`src/rtl/megd_pkg.sv`:
```
package megd_pkg;

  // Input function codes
  localparam logic [1:0] FUNC_TICK     = 2'd0;
  localparam logic [1:0] FUNC_TERM     = 2'd1;
  localparam logic [1:0] FUNC_MODEM    = 2'd2;
  localparam logic [1:0] FUNC_RETURN   = 2'd3;

  // Result destinations
  localparam logic [1:0] DEST_MODEM    = 2'd0;
  localparam logic [1:0] DEST_TERM     = 2'd1;
  localparam logic [1:0] DEST_CLI      = 2'd2;

  localparam logic [7:0] PLUS_CHAR     = 8'h2B;

  // Guard time scaling
  localparam int unsigned US_PER_UNIT  = 20000;
  localparam int unsigned GUARD_UNITS_RESET = 50;
  localparam int unsigned GUARD_W      = 23;
  localparam logic [GUARD_W-1:0] GUARD_RESET_US = GUARD_W'(GUARD_UNITS_RESET * US_PER_UNIT);
  localparam logic [GUARD_W-1:0] US_PER_UNIT_C  = GUARD_W'(US_PER_UNIT);

  localparam int unsigned TIMER_W      = 24;

  // Job queue between front and back
  localparam int unsigned FIFO_DEPTH   = 4;
  localparam int unsigned PTR_W        = $clog2(FIFO_DEPTH);
  localparam int unsigned CNT_W        = $clog2(FIFO_DEPTH + 1);

  // Result counting within one job
  localparam int unsigned IDX_W        = 4;

  typedef enum logic [1:0] {
    MSG_NONE,
    MSG_BYTE,
    MSG_OK,
    MSG_CONNECT
  } msg_e;

  // One job: replay plus_cnt '+' to the modem side, then the message
  typedef struct packed {
    logic [1:0] plus_cnt;
    msg_e       msg;
    logic [1:0] dest;
    logic [7:0] data;
  } job_t;

  function automatic logic [IDX_W-1:0] msg_len(msg_e m);
    logic [IDX_W-1:0] len;
    case (m)
      MSG_BYTE:    len = IDX_W'(1);
      MSG_OK:      len = IDX_W'(4);
      MSG_CONNECT: len = IDX_W'(9);
      default:     len = '0;
    endcase
    return len;
  endfunction

  function automatic logic [7:0] ok_char(logic [1:0] j);
    logic [7:0] c;
    case (j)
      2'd0:    c = 8'h4F; // O
      2'd1:    c = 8'h4B; // K
      2'd2:    c = 8'h0D;
      default: c = 8'h0A;
    endcase
    return c;
  endfunction

  function automatic logic [7:0] connect_char(logic [IDX_W-1:0] j);
    logic [7:0] c;
    case (j)
      4'd0:    c = 8'h43; // C
      4'd1:    c = 8'h4F; // O
      4'd2:    c = 8'h4E; // N
      4'd3:    c = 8'h4E; // N
      4'd4:    c = 8'h45; // E
      4'd5:    c = 8'h43; // C
      4'd6:    c = 8'h54; // T
      4'd7:    c = 8'h0D;
      default: c = 8'h0A;
    endcase
    return c;
  endfunction

endpackage

```
`src/rtl/megd_if.sv`:
```
// Input request channel
interface megd_in_if;
  logic        valid;
  logic        ready;
  logic [1:0]  func;
  logic [7:0]  data_byte;
  logic [15:0] elapsed_us;

  modport source (output valid, func, data_byte, elapsed_us, input ready);
  modport sink   (input valid, func, data_byte, elapsed_us, output ready);
endinterface

// Result channel
interface megd_out_if;
  logic       valid;
  logic       ready;
  logic [1:0] dest;
  logic [7:0] out_byte;
  logic       last;

  modport source (output valid, dest, out_byte, last, input ready);
  modport sink   (input valid, dest, out_byte, last, output ready);
endinterface

// Guard time register write channel
interface megd_cfg_if;
  logic       valid;
  logic       ready;
  logic [7:0] guard_units;

  modport source (output valid, guard_units, input ready);
  modport sink   (input valid, guard_units, output ready);
endinterface

```
`src/rtl/modem_escape_guard_detector_top.sv`:
```
// Modem escape guard detector.
// in_chan carries requests: tick (elapsed_us), terminal byte, modem byte or
// return to data mode. out_chan carries result bytes with a destination and
// a last flag on the final result of each request that has results.
// cfg_chan writes the guard time in 20 ms units and is always ready; the
// user must write it only while idle, which the block does not enforce.
// The front classifies one request per cycle while the queue has room and
// updates the escape state; the back expands each job from a four-entry
// queue into its results, one per cycle unless out_chan stalls, through a
// registered output stage. A request passes the queue and the job register
// before its first result is registered there. Single-result requests flow
// at one per cycle; a request with k results (k up to 9 for CONNECT CR LF)
// holds the back until all are sent, so sustained rate is set by the back.
// Reset: data mode, escape progress and quiet timer cleared, guard time 50
// units, queue and output emptied. When out_chan stalls the result is held,
// the back stops, the queue fills and in_chan.ready drops once it is full.
module modem_escape_guard_detector_top (
  input  logic        clk_i,
  input  logic        rst_ni,
  megd_in_if.sink     in_chan,
  megd_out_if.source  out_chan,
  megd_cfg_if.sink    cfg_chan
);
  import megd_pkg::*;

  logic push;
  job_t push_job;
  logic fifo_full;
  logic pop;
  logic nonempty;
  job_t head;

  megd_front u_front (
    .clk_i       (clk_i),
    .rst_ni      (rst_ni),
    .in_chan     (in_chan),
    .cfg_chan    (cfg_chan),
    .fifo_full_i (fifo_full),
    .push_o      (push),
    .push_job_o  (push_job)
  );

  megd_fifo u_fifo (
    .clk_i      (clk_i),
    .rst_ni     (rst_ni),
    .push_i     (push),
    .push_job_i (push_job),
    .full_o     (fifo_full),
    .pop_i      (pop),
    .nonempty_o (nonempty),
    .head_o     (head)
  );

  megd_back u_back (
    .clk_i      (clk_i),
    .rst_ni     (rst_ni),
    .nonempty_i (nonempty),
    .head_i     (head),
    .pop_o      (pop),
    .out_chan   (out_chan)
  );

endmodule

```
`src/rtl/megd_front.sv`:
```
module megd_front (
  input  logic            clk_i,
  input  logic            rst_ni,
  megd_in_if.sink         in_chan,
  megd_cfg_if.sink        cfg_chan,
  input  logic            fifo_full_i,
  output logic            push_o,
  output megd_pkg::job_t  push_job_o
);
  import megd_pkg::*;

  typedef enum logic [2:0] {
    P_WAIT_PAUSE,
    P_WAIT_PLUS1,
    P_WAIT_PLUS2,
    P_WAIT_PLUS3,
    P_WAIT_GUARD
  } prog_e;

  logic               data_mode_q, data_mode_d;
  prog_e              prog_q, prog_d;
  logic [TIMER_W-1:0] timer_q, timer_d;
  logic [GUARD_W-1:0] guard_q;
  logic [TIMER_W:0]   sum;
  logic [TIMER_W-1:0] sat;
  logic               accept;
  logic               push;
  job_t               job;

  assign in_chan.ready  = !fifo_full_i;
  assign cfg_chan.ready = 1'b1;
  assign accept         = in_chan.valid && in_chan.ready;

  // Saturating quiet timer sum
  assign sum = {1'b0, timer_q} + (TIMER_W + 1)'(in_chan.elapsed_us);
  assign sat = sum[TIMER_W] ? '1 : sum[TIMER_W-1:0];

  // Classify the request, update escape state and build the job
  always_comb begin
    data_mode_d   = data_mode_q;
    prog_d        = prog_q;
    timer_d       = timer_q;
    push          = 1'b0;
    job.plus_cnt  = 2'd0;
    job.msg       = MSG_NONE;
    job.dest      = DEST_TERM;
    job.data      = in_chan.data_byte;
    case (in_chan.func)
      FUNC_TICK: begin
        timer_d = sat;
        if (data_mode_q && (sat > TIMER_W'(guard_q))) begin
          case (prog_q)
            P_WAIT_PLUS1: ;
            P_WAIT_PLUS2: begin
              prog_d       = P_WAIT_PAUSE;
              timer_d      = '0;
              push         = 1'b1;
              job.plus_cnt = 2'd1;
            end
            P_WAIT_PLUS3: begin
              prog_d       = P_WAIT_PAUSE;
              timer_d      = '0;
              push         = 1'b1;
              job.plus_cnt = 2'd2;
            end
            P_WAIT_GUARD: begin
              data_mode_d = 1'b0;
              prog_d      = P_WAIT_PAUSE;
              timer_d     = '0;
              push        = 1'b1;
              job.msg     = MSG_OK;
            end
            default: begin
              prog_d  = P_WAIT_PLUS1;
              timer_d = '0;
            end
          endcase
        end
      end
      FUNC_TERM: begin
        if (!data_mode_q) begin
          push     = 1'b1;
          job.msg  = MSG_BYTE;
          job.dest = DEST_CLI;
        end else if ((prog_q inside {P_WAIT_PLUS1, P_WAIT_PLUS2, P_WAIT_PLUS3})
                     && (in_chan.data_byte == PLUS_CHAR)) begin
          // Hold the '+' back and advance
          timer_d = '0;
          case (prog_q)
            P_WAIT_PLUS1: prog_d = P_WAIT_PLUS2;
            P_WAIT_PLUS2: prog_d = P_WAIT_PLUS3;
            default:      prog_d = P_WAIT_GUARD;
          endcase
        end else begin
          // Break the sequence: replay held '+' then pass the byte
          case (prog_q)
            P_WAIT_PLUS2: job.plus_cnt = 2'd1;
            P_WAIT_PLUS3: job.plus_cnt = 2'd2;
            P_WAIT_GUARD: job.plus_cnt = 2'd3;
            default:      job.plus_cnt = 2'd0;
          endcase
          prog_d   = P_WAIT_PAUSE;
          timer_d  = '0;
          push     = 1'b1;
          job.msg  = MSG_BYTE;
          job.dest = DEST_MODEM;
        end
      end
      FUNC_MODEM: begin
        if (data_mode_q) begin
          push     = 1'b1;
          job.msg  = MSG_BYTE;
          job.dest = DEST_TERM;
        end
      end
      default: begin
        data_mode_d = 1'b1;
        prog_d      = P_WAIT_PAUSE;
        timer_d     = '0;
        push        = 1'b1;
        job.msg     = MSG_CONNECT;
      end
    endcase
  end

  assign push_o     = accept && push;
  assign push_job_o = job;

  // Hold escape state and guard time
  always_ff @(posedge clk_i or negedge rst_ni) begin
    if (!rst_ni) begin
      data_mode_q <= 1'b1;
      prog_q      <= P_WAIT_PAUSE;
      timer_q     <= '0;
      guard_q     <= GUARD_RESET_US;
    end else begin
      if (accept) begin
        data_mode_q <= data_mode_d;
        prog_q      <= prog_d;
        timer_q     <= timer_d;
      end
      if (cfg_chan.valid && cfg_chan.ready) begin
        guard_q <= GUARD_W'(cfg_chan.guard_units) * US_PER_UNIT_C;
      end
    end
  end

endmodule

```
`src/rtl/megd_fifo.sv`:
```
module megd_fifo (
  input  logic            clk_i,
  input  logic            rst_ni,
  input  logic            push_i,
  input  megd_pkg::job_t  push_job_i,
  output logic            full_o,
  input  logic            pop_i,
  output logic            nonempty_o,
  output megd_pkg::job_t  head_o
);
  import megd_pkg::*;

  job_t             mem_q [FIFO_DEPTH];
  logic [PTR_W-1:0] wr_ptr_q;
  logic [PTR_W-1:0] rd_ptr_q;
  logic [CNT_W-1:0] count_q;

  assign full_o     = (count_q == CNT_W'(FIFO_DEPTH));
  assign nonempty_o = (count_q != '0);
  assign head_o     = mem_q[rd_ptr_q];

  // Advance pointers and fill count
  always_ff @(posedge clk_i or negedge rst_ni) begin
    if (!rst_ni) begin
      wr_ptr_q <= '0;
      rd_ptr_q <= '0;
      count_q  <= '0;
    end else begin
      if (push_i) begin
        wr_ptr_q <= wr_ptr_q + 1'b1;
      end
      if (pop_i) begin
        rd_ptr_q <= rd_ptr_q + 1'b1;
      end
      case ({push_i, pop_i})
        2'b10:   count_q <= count_q + 1'b1;
        2'b01:   count_q <= count_q - 1'b1;
        default: count_q <= count_q;
      endcase
    end
  end

  // Store queued jobs
  always_ff @(posedge clk_i) begin
    if (push_i) begin
      mem_q[wr_ptr_q] <= push_job_i;
    end
  end

endmodule

```
`src/rtl/megd_back.sv`:
```
module megd_back (
  input  logic            clk_i,
  input  logic            rst_ni,
  input  logic            nonempty_i,
  input  megd_pkg::job_t  head_i,
  output logic            pop_o,
  megd_out_if.source      out_chan
);
  import megd_pkg::*;

  job_t             job_q, job_d;
  logic             job_valid_q, job_valid_d;
  logic [IDX_W-1:0] idx_q, idx_d;
  logic             out_valid_q, out_valid_d;
  logic [1:0]       dest_q, dest_d;
  logic [7:0]       byte_q, byte_d;
  logic             last_q, last_d;
  logic             advance;
  logic [IDX_W-1:0] total;
  logic [IDX_W-1:0] msg_idx;
  logic             cur_last;
  logic             load;

  assign advance  = !out_valid_q || out_chan.ready;
  assign total    = IDX_W'(job_q.plus_cnt) + msg_len(job_q.msg);
  assign msg_idx  = idx_q - IDX_W'(job_q.plus_cnt);
  assign cur_last = (idx_q == total - 1'b1);
  assign load     = nonempty_i && (!job_valid_q || (advance && cur_last));
  assign pop_o    = load;

  // Expand the current job one result at a time
  always_comb begin
    job_d       = job_q;
    job_valid_d = job_valid_q;
    idx_d       = idx_q;
    out_valid_d = out_valid_q;
    dest_d      = dest_q;
    byte_d      = byte_q;
    last_d      = last_q;
    if (advance) begin
      out_valid_d = job_valid_q;
      last_d      = cur_last;
      if (idx_q < IDX_W'(job_q.plus_cnt)) begin
        dest_d = DEST_MODEM;
        byte_d = PLUS_CHAR;
      end else begin
        case (job_q.msg)
          MSG_OK: begin
            dest_d = DEST_TERM;
            byte_d = ok_char(msg_idx[1:0]);
          end
          MSG_CONNECT: begin
            dest_d = DEST_TERM;
            byte_d = connect_char(msg_idx);
          end
          default: begin
            dest_d = job_q.dest;
            byte_d = job_q.data;
          end
        endcase
      end
      if (job_valid_q && !cur_last) begin
        idx_d = idx_q + 1'b1;
      end
    end
    // Take the next job from the queue once the current one is done
    if (load) begin
      job_d       = head_i;
      job_valid_d = 1'b1;
      idx_d       = '0;
    end else if (advance && job_valid_q && cur_last) begin
      job_valid_d = 1'b0;
    end
  end

  // Hold control state
  always_ff @(posedge clk_i or negedge rst_ni) begin
    if (!rst_ni) begin
      job_valid_q <= 1'b0;
      out_valid_q <= 1'b0;
      idx_q       <= '0;
    end else begin
      job_valid_q <= job_valid_d;
      out_valid_q <= out_valid_d;
      idx_q       <= idx_d;
    end
  end

  // Hold payload
  always_ff @(posedge clk_i) begin
    job_q  <= job_d;
    dest_q <= dest_d;
    byte_q <= byte_d;
    last_q <= last_d;
  end

  assign out_chan.valid    = out_valid_q;
  assign out_chan.dest     = dest_q;
  assign out_chan.out_byte = byte_q;
  assign out_chan.last     = last_q;

endmodule

```
`src/flat_wrapper.sv`:
```
// flat-port wrapper written by rule: the top's interface ports become plain ports
module modem_escape_guard_detector_top_flat import megd_pkg::*;
  (clk_i, rst_ni, in_chan_valid, in_chan_func, in_chan_data_byte, in_chan_elapsed_us, in_chan_ready, out_chan_valid, out_chan_dest, out_chan_out_byte, out_chan_last, out_chan_ready, cfg_chan_valid, cfg_chan_guard_units, cfg_chan_ready);
  megd_in_if in_chan_i ();
  megd_out_if out_chan_i ();
  megd_cfg_if cfg_chan_i ();
  input  logic clk_i;
  input  logic rst_ni;
  input wire logic [$bits(in_chan_i.valid)-1:0] in_chan_valid;
  input wire logic [$bits(in_chan_i.func)-1:0] in_chan_func;
  input wire logic [$bits(in_chan_i.data_byte)-1:0] in_chan_data_byte;
  input wire logic [$bits(in_chan_i.elapsed_us)-1:0] in_chan_elapsed_us;
  output wire logic [$bits(in_chan_i.ready)-1:0] in_chan_ready;
  output wire logic [$bits(out_chan_i.valid)-1:0] out_chan_valid;
  output wire logic [$bits(out_chan_i.dest)-1:0] out_chan_dest;
  output wire logic [$bits(out_chan_i.out_byte)-1:0] out_chan_out_byte;
  output wire logic [$bits(out_chan_i.last)-1:0] out_chan_last;
  input wire logic [$bits(out_chan_i.ready)-1:0] out_chan_ready;
  input wire logic [$bits(cfg_chan_i.valid)-1:0] cfg_chan_valid;
  input wire logic [$bits(cfg_chan_i.guard_units)-1:0] cfg_chan_guard_units;
  output wire logic [$bits(cfg_chan_i.ready)-1:0] cfg_chan_ready;
  assign in_chan_i.valid = in_chan_valid;
  assign in_chan_i.func = in_chan_func;
  assign in_chan_i.data_byte = in_chan_data_byte;
  assign in_chan_i.elapsed_us = in_chan_elapsed_us;
  assign in_chan_ready = in_chan_i.ready;
  assign out_chan_valid = out_chan_i.valid;
  assign out_chan_dest = out_chan_i.dest;
  assign out_chan_out_byte = out_chan_i.out_byte;
  assign out_chan_last = out_chan_i.last;
  assign out_chan_i.ready = out_chan_ready;
  assign cfg_chan_i.valid = cfg_chan_valid;
  assign cfg_chan_i.guard_units = cfg_chan_guard_units;
  assign cfg_chan_ready = cfg_chan_i.ready;
  modem_escape_guard_detector_top u_core (.clk_i(clk_i), .rst_ni(rst_ni), .in_chan(in_chan_i), .out_chan(out_chan_i), .cfg_chan(cfg_chan_i));
endmodule
```
`config.mk`:
```
export PLATFORM = sky130hd
export DESIGN_NAME = modem_escape_guard_detector_top_flat
export DESIGN_NICKNAME = d
export VERILOG_FILES = /design/src/rtl/megd_pkg.sv /design/src/rtl/megd_if.sv /design/src/rtl/modem_escape_guard_detector_top.sv /design/src/rtl/megd_front.sv /design/src/rtl/megd_fifo.sv /design/src/rtl/megd_back.sv /design/src/flat_wrapper.sv
export SDC_FILE = /design/constraint.sdc
export NUM_CORES = 1
export LEC_CHECK = 0
export ABC_AREA = 1
export BUFFER_PORTS_ARGS = -buffer_cell sky130_fd_sc_hd__buf_2
export CORE_MARGIN = 2
export CORE_UTILIZATION = 55
export DETAILED_ROUTE_END_ITERATION = 16
export PLACE_DENSITY = 0.73
export SETUP_SLACK_MARGIN = 0.3
export SYNTH_ARGS = -nofsm -noshare
export SYNTH_HDL_FRONTEND = slang
export SYNTH_HIERARCHICAL = 1
export SYNTH_SLANG_ARGS = --single-unit
```
`constraint.sdc`:
```
create_clock -name clk_i -period 9.2 [get_ports clk_i]
set_clock_uncertainty 0.2 [all_clocks]
set_input_delay 0.46 -clock clk_i [delete_from_list [all_inputs] [get_ports clk_i]]
set_output_delay 0.46 -clock clk_i [all_outputs]
set_load 0.05 [all_outputs]
```
==> results of run 1 <==
[power by group through the flow]
stage / sequential [W] / clock [W] / combinational, W
3_5_place_dp: 0.000955 / 0 / 0.00128
6_report: 0.000943 / 0.000648 / 0.00129
2_1_floorplan: 0.00102 / 0 / 0.000944
4_1_cts: 0.000945 / 0.000660 / 0.00129
5_1_grt: 0.000959 / 0.000688 / 0.00146
3_3_place_gp: 0.000952 / 0 / 0.00126
[per-stage QoR]
stage	cells	utilization (%)	power [W]	setup WS, ns
after floorplan	1045	-	0.00197	4.52
after global routing	1321	61.2	0.00311	3.11
after global placement	1290	57.8	0.00221	3.79
after CTS	1321	61.2	0.00290	3.79
final	1321	61.2	0.00288	3.79
after detailed placement	1290	57.8	0.00224	3.60
[cell type report]
cell class	count	area, µm²
Clock buffer	20	437
Clock inverter	11	121
Fill cell	1375	6360
Inverter	181	679
Multi-Input combinational cell	695	4340
Sequential cell	140	3920
Tap cell	220	275
Timing Repair Buffer	54	278
[metal layers]
layer	global-route usage (%)	up-vias	routed length [µm]
li1	-	3477	-
met1	25.7	3131	7790
met2	36.4	135	8910
met3	4.64	33	551
met4	8.24	0	515
met5	0	-	0
[worst paths after layout]
kind | start | endpoint | depth (start not counted)
max in group asynchronous | rst_ni | u_core/u_front/guard_q[22] | 2
setup reg to reg | u_core/u_front/timer_q[0] | u_core/u_fifo/count_q[2] | 35
hold / removal | rst_ni | u_core/u_front/timer_q[4] | 2
min in group clk_i | in_chan_data_byte[1] | u_core/u_fifo/mem_q[1][1] | 1
hold reg to reg | u_core/u_front/timer_q[11] | u_core/u_front/timer_q[11] | 2
setup / recovery | u_core/u_front/timer_q[0] | u_core/u_fifo/count_q[2] | 35
[layout by cell type, fill, tap and decap left out, drive strengths merged]
cell type / count
o21ai: 46
nand4: 8
or3: 1
o31ai: 5
o2111ai: 1
o211ai: 15
a21o: 4
nand2: 270
dfrtp: 51
clkinvlp: 3
xor2: 14
o22ai: 4
nor2: 75
a31oi: 5
nand3b: 2
nor3b: 2
buf: 54
clkinv: 6
edfxtp: 81
nor4: 3
conb: 1
nand3: 58
inv: 181
a211oi: 1
fa: 15
o32ai: 1
dfstp: 8
a21oi: 40
o21bai: 4
or2: 13
a22oi: 2
clkbuf: 20
xnor2: 4
bufinv: 2
ha: 87
nor3: 14
[flip-flops by register name, indices dropped and copies added, names as in the netlist]
register                         flops
u_core/u_front/guard_q              18
u_core/u_back/out_chan.out_byte      8
u_core/u_back/out_chan.last          1
u_core/u_back/idx_q                  4
u_core/u_fifo/rd_ptr_q               2
u_core/u_fifo/wr_ptr_q               2
u_core/u_back/job_valid_q            1
u_core/u_front/timer_q              24
u_core/u_fifo/count_q                3
u_core/u_back/out_chan.dest          2
u_core/u_back/job_q                 14
u_core/u_front/data_mode_q           1
u_core/u_front/prog_q                3
u_core/u_back/out_chan.valid         1
u_core/u_fifo/mem_q                 56
[worst max-delay path: cells and delay by family (launching register included)]
kind / cells / cell delay [ns]
and+or+nand+nor: 24 / 2.06
DFF: 1 / 0.39
buffers and inverters: 3 / 0.28
adders and majority gates: 5 / 1.57
AOI/OAI and AO/OA: 3 / 0.79
[cells by family (layout without fill, tap and decap cells)]
kind of cell	count (synthesis)	in the layout	synth area share, %
buf+inv	210	266	9.69
simple gates	446	446	21.7
fa+ha+maj	102	102	15.2
other cells	1	1	0.0410
xor+xnor	18	18	1.72
compound gates	128	128	8.81
flops	140	140	42.9
==> qor.log, run 1 <==
[place] Port Buffers 51
[critical_path] element type at the critical path start register
[detailed_routing] number of DRC markers in iteration 0 486
[pwr] part of the power in the clock network 22.5%
[status] violations in the final reports hold timing
[detailed_routing] total wire length 17800 µm
[place] Post-Place Cell Area 9490 µm²
[layout] fraction of final layout cells sized beyond drive strength 1 13.5%
[clock_tree] clock buffers created by TritonCTS 17
[job] max-capacitance violation count 0
[hold_path] worst min-delay path class input pin to asynchronous set/reset pin
[sta] smallest hold slack -0.0144 ns
[pwr] peak supply drop 0.203 mV
[floorplanning] area of the core 16400 µm²
[detailed_routing] number of search-and-repair iterations in the first detailed-routing pass 5
[critical_path] required time at the endpoint of the critical path 9.30 ns
[place] gpl congestion 0.885
[synth] average size of a mapped cell 8.75 µm²
[pwr] Seq pwr share 32.8%
[clock_tree] Hold Buf Count CTS 0
[synth] largest cells by area after synthesis edfxtp_1 27%, dfrtp_1 14%, ha_1 12%
[floorplanning] number of rows created at floorplan 47
[critical_path] setup slack, reg-to-reg 3.79 ns
[pwr] combinational group share of total power 44.7%
[sta] post-route minimum period 5.41 ns
[pwr] switching component of the power 0.00118 W
[clock_tree] clock-pin slew of the registers on the worst-case setup and hold paths 0.06 ns
[sta] RSZ-0062 raised after global routing no
[floorplanning] Starting Density 55.7%
[sta] part of the cycle the worst path needs 58.8%
[critical_path] cell at the slowest stage of the critical path a21oi_1
[sta] setup violation total in the final timing report 0
[floorplanning] Chip Height 133 µm
[synth] Post-Synthesis Cells 1045
[synth] yosys synthesis warning count 6
[synth] post-synth cell types 54
[critical_path] critical setup path kind register to register
[pwr] static leakage power 5.02 nW
[critical_path] cell repeated most along the worst path nand2_1
[synth] cell with the most instances after synthesis nand2_1
[sta] Worst Max-Slew Pin Slew 1.02 ns
[sta] setup tns final 0 ns
[global_route] vias in the first global route 6478
[layout] # diodes 0
[synth] Top FF cell, synth edfxtp_1
[clock_tree] CTS tree yes
[clock_tree] CTS H-tree lvls 4
[pwr] cell internal power dissipation 0.00170 W
[place] Post-DP HPWL 13000 µm
[synth] EDFF count, synth 81
[detailed_routing] Avg Vias per Cell 5.13
[synth] cell type contributing the most total cell area after synthesis edfxtp_1
[clock_tree] total setup buffers inserted after CTS 0
[synth] syn nets 1186
[floorplanning] die outline area 17700 µm²
[global_route] leftover overflow at the end of global routing 0
[critical_path] crit path DAT 5.51 ns
[layout] Final nets 1230
[synth] Yosys reg bits 140
[pwr] power per cell area 287 nW/µm²
[critical_path] largest incremental delay on the critical path 0.50 ns
[global_route] maximum number of pins on one net before global-route repair 60
[clock_tree] latest clock arrival within the worst-skew pair 0.41 ns
[synth] top-area cell type share of the netlist area 26.6%
[pwr] proportion of total power due to net switching 41.1%
[synth] asr flop ratio synth 42.1%
[floorplanning] Die Wd 133 µm
[critical_path] kind of end point of the critical path register
[critical_path] critical path peak fanout 15
[global_route] GRT Overall Usage 21.0%
[global_route] global-route wire length before repair 29700 µm
[detailed_routing] count of nets left with antenna violations after detail routing 0
[layout] synthesis-to-layout area growth 9.90%
[synth] register area share after synthesis 42.9%
[global_route] initial antenna violation count 0
[clock_tree] clk sink count 140
[sta] Fmax 185 MHz
[clock_tree] number of buffers on the longest clock path 2
[clock_tree] post-cts resize count 0
[sta] Max-Slew Margin vs Limit 31.8%
[synth] leading post-synthesis cells by instance count 254 x nand2_1, 171 x inv_1, 87 x ha_1
[detailed_routing] DRC violations left 0
[status] outcome complete, but fails checks
[detailed_routing] post-DR wirelength/cell 13.4 µm
[sta] total count of hold-check failures in the final report 5
[detailed_routing] via count 6776
[sta] max-slew violation count 0
[synth] post-synthesis instance area 9140 µm²
[floorplanning] number of top-level pins 53
[clock_tree] CTS Root Buffer Type clkbuf_16
[layout] design area 10000 µm²
Note: power is estimated with default switching activity, not from simulation.
==> run 2, diff against run 1 <==
--- a/config.mk
+++ b/config.mk
@@ -10,7 +10,7 @@
 export CORE_MARGIN = 2
 export CORE_UTILIZATION = 55
 export DETAILED_ROUTE_END_ITERATION = 16
-export PLACE_DENSITY = 0.73
+export PLACE_DENSITY = 0.76
 export SETUP_SLACK_MARGIN = 0.3
 export SYNTH_ARGS = -nofsm -noshare
 export SYNTH_HDL_FRONTEND = slang
==> constraint.sdc (replaced) <==
create_clock -name clk_i -period 4.7 [get_ports clk_i]
set_clock_uncertainty 0.2 [all_clocks]
set_input_delay 0.235 -clock clk_i [delete_from_list [all_inputs] [get_ports clk_i]]
set_output_delay 0.235 -clock clk_i [all_outputs]
set_load 0.05 [all_outputs]
==> run 2 against run 1 <==
Effect of this change:
- the run now ends clean
- global-route usage rose by 1.7 points
- register-to-register slack lost 3.7 ns
- die area stayed put
- final cell count rose by 3.3%
==> qor.log, run 2 (synthesis gave the netlist of run 1 again) <==
[detailed_routing] via count 7178
[layout] # diodes 0
[status] outcome completed
[pwr] proportion of total power due to net switching 41.4%
[global_route] maximum number of pins on one net before global-route repair 60
[global_route] leftover overflow at the end of global routing 0
[layout] most common cell after layout, fill and taps aside nand2_1
[detailed_routing] count of nets left with antenna violations after detail routing 0
[clock_tree] latest clock arrival within the worst-skew pair 0.42 ns
[critical_path] kind of end point of the critical path register
[floorplanning] number of rows created at floorplan 47
[clock_tree] CTS H-tree lvls 4
[detailed_routing] top routing layer used met4
[layout] Fillers 1247
[critical_path] setup slack, reg-to-reg 0.11 ns
[sta] post-route minimum period 4.59 ns
[detailed_routing] Met1 Routed Length 8430 µm
[detailed_routing] Avg Vias per Cell 5.26
[sta] smallest hold slack 0.0860 ns
[detailed_routing] total wire length 20100 µm
[sta] Max-Slew Margin vs Limit 41.3%
[hold_path] Worst Hold Launch cfg_chan_guard_units[4]
[critical_path] cell at the slowest stage of the critical path dfrtp_1
[sta] setup violation total in the final timing report 0
[global_route] global-route wire length before repair 32200 µm
[pwr] part of the power in the clock network 22.6%
[layout] biggest regs u_core/u_fifo/mem_q: 56 flops, u_core/u_front/timer_q: 24 flops, u_core/u_front/guard_q: 18 flops
[clock_tree] clock-pin slew of the registers on the worst-case setup and hold paths 0.06 ns
[pwr] static leakage power 5.27 nW
[critical_path] cell repeated most along the worst path nand2_1
[sta] RSZ-0062 raised after global routing yes
[pwr] power per cell area 567 nW/µm²
[floorplanning] area of the core 16400 µm²
[detailed_routing] post-DR wirelength/cell 14.7 µm
[global_route] initial antenna violation count 0
[detailed_routing] routed length on met3 898 µm
[clock_tree] clk sink count 140
[critical_path] crit path DAT 4.70 ns
[layout] Largest register FFs 56
[detailed_routing] DRC violations left 0
[critical_path] critical path peak fanout 7
[floorplanning] Die Wd 133 µm
[clock_tree] CTS tree yes
[hold_path] worst min-delay path class input pin to register
[pwr] combinational group share of total power 46.9%
[global_route] vias in the first global route 6984
[clock_tree] clock buffers created by TritonCTS 17
[global_route] GRT Overall Usage 22.8%
[layout] commonest cells after routing, fill and taps aside 246 x nand2_1, 163 x inv_1, 81 x edfxtp_1
[layout] register ranked first by flip-flop count u_core/u_fifo/mem_q
[hold_path] cell depth of the worst min-delay path 4
[sta] Fmax 218 MHz
[critical_path] R2R Path Start u_core/u_front/timer_q[0]
[place] number of placed instances with taps included 1298
[pwr] overall power after layout 0.00609 W
[pwr] Seq pwr share 30.5%
[critical_path] capture point of the worst reg-to-reg path u_core/u_fifo/count_q[2]
[critical_path] required time at the endpoint of the critical path 4.82 ns
[job] max-capacitance violation count 0
[sta] part of the cycle the worst path needs 97.6%
[sta] Worst Max-Slew Pin Slew 0.876 ns
[detailed_routing] Met2 Wirelength 10300 µm
[critical_path] largest incremental delay on the critical path 0.41 ns
[clock_tree] CTS Root Buffer Type clkbuf_16
[layout] Final nets 1273
[floorplanning] number of top-level pins 53
[critical_path] number of buffer and inverter instances along the worst setup path 3
[layout] Final Instance Count excl. Fillers 1364
[pwr] peak supply drop 0.430 mV
[hold_path] endpoint of the worst hold path u_core/u_front/guard_q[9]
[critical_path] count of cells along the worst register-to-register path 34
[place] Post-DP HPWL 13500 µm
[critical_path] critical setup path kind register to register
[critical_path] Largest delay share family, worst path simple AND/OR/NAND/NOR gates
[floorplanning] Starting Density 55.7%
[floorplanning] Chip Height 133 µm
[floorplanning] die outline area 17700 µm²
[pwr] switching component of the power 0.00252 W
[detailed_routing] number of search-and-repair iterations in the first detailed-routing pass 5
[detailed_routing] number of DRC markers in iteration 0 450
[sta] total count of hold-check failures in the final report 0
[place] gpl congestion 0.878
[clock_tree] number of buffers on the longest clock path 2
[sta] max-slew violation count 0
[layout] post-layout utilization of the core 65.5%
[critical_path] element type at the critical path start register
[pwr] cell internal power dissipation 0.00357 W
[layout] synthesis-to-layout area growth 17.6%
[place] Port Buffers 51
[layout] fraction of final layout cells sized beyond drive strength 1 19.5%
==> run 2: cell types whose count changed in the layout (fill, tap and decap cells not counted), moves of 4 or more <==
cell	before	now
nand2_1	254	246
clkinv_4	2	6
dlygate4sd3_1	0	15
nand2_2	11	18
nand3_1	53	49
buf_4	3	25
ha_1	87	79
inv_1	171	163
nand3_2	4	8
ha_4	0	6
==> run 2: how the worst max path moves through the flow <==
stage                                         start                       end  slack [ns]  depth (start not counted)
after floorplan           u_core/u_front/timer_q[0]  u_core/u_fifo/count_q[2]        0.31                         36
after global placement    u_core/u_front/timer_q[0]  u_core/u_fifo/count_q[2]        0.09                         36
after detailed placement  u_core/u_front/timer_q[0]  u_core/u_fifo/count_q[2]       -0.06                         36
after CTS                 u_core/u_front/timer_q[0]  u_core/u_fifo/count_q[2]        0.18                         34
after global routing      u_core/u_front/timer_q[0]  u_core/u_fifo/count_q[2]       -0.17                         36
final                     u_core/u_front/timer_q[0]  u_core/u_fifo/count_q[2]        0.11                         34
==> run 2: area by class of cell <==
class | instances | area [µm²] | share of cell area, %
multi-input combinational | 695 | 4540 | 42.2
sequential | 140 | 3920 | 36.5
timing repair buffer | 97 | 706 | 6.56
inverter | 181 | 699 | 6.51
clock buffer | 17 | 425 | 3.96
tap | 220 | 275 | 2.56
clock inverter | 14 | 185 | 1.72
==> run 2: per-stage QoR <==
stage | worst slack [ns] | setup TNS, ns | cell area, µm²
2_1_floorplan | 0.311 | 0 | 9160
4_1_cts | 0.178 | 0 | 10500
6_report | 0.112 | 0 | 10700
3_5_place_dp | -0.0583 | -0.0583 | 9560
5_1_grt | -0.172 | -2.09 | 10700
3_3_place_gp | 0.0876 | 0 | 9560
==> run 2: worst reg2reg max path: cells and delay by family (launching register included) <==
family | cells | cell delay (ns)
flip-flops | 1 | 0.41
XOR/XNOR | 1 | 0.14
adder cells (fa/ha/maj) | 5 | 1.35
AND/OR/NAND/NOR | 21 | 1.52
buffers and inverters | 3 | 0.28
AO/OA/AOI/OAI | 4 | 0.57
==> run 2: what timing repair did <==
action / CTS / global route
pin swaps: 11 / 30
gates resized for setup: 16 / 42
buffers inserted: 10 / 8
gates cloned: 0 / 2
endpoints found under the setup margin: 59 / 87
endpoints found under the hold margin: 89 / 0
hold buffers: 15 / 0
==> run 2: per-layer routing <==
metal,vias to the layer above,track usage [%]
met2,226,41.3
met1,3336,26.9
li1,3576,-
met4,0,7.89
met5,-,0
met3,40,4.41
==> run 2: power groups by stage <==
stage	clock [W]	combinational, W	sequential [W]
floorplan	0	0.00186	0.00201
CTS	0.00140	0.00266	0.00185
global route	0.00145	0.00321	0.00189
detailed placement	0	0.00253	0.00187
finish	0.00138	0.00286	0.00186
global placement	0	0.00245	0.00186
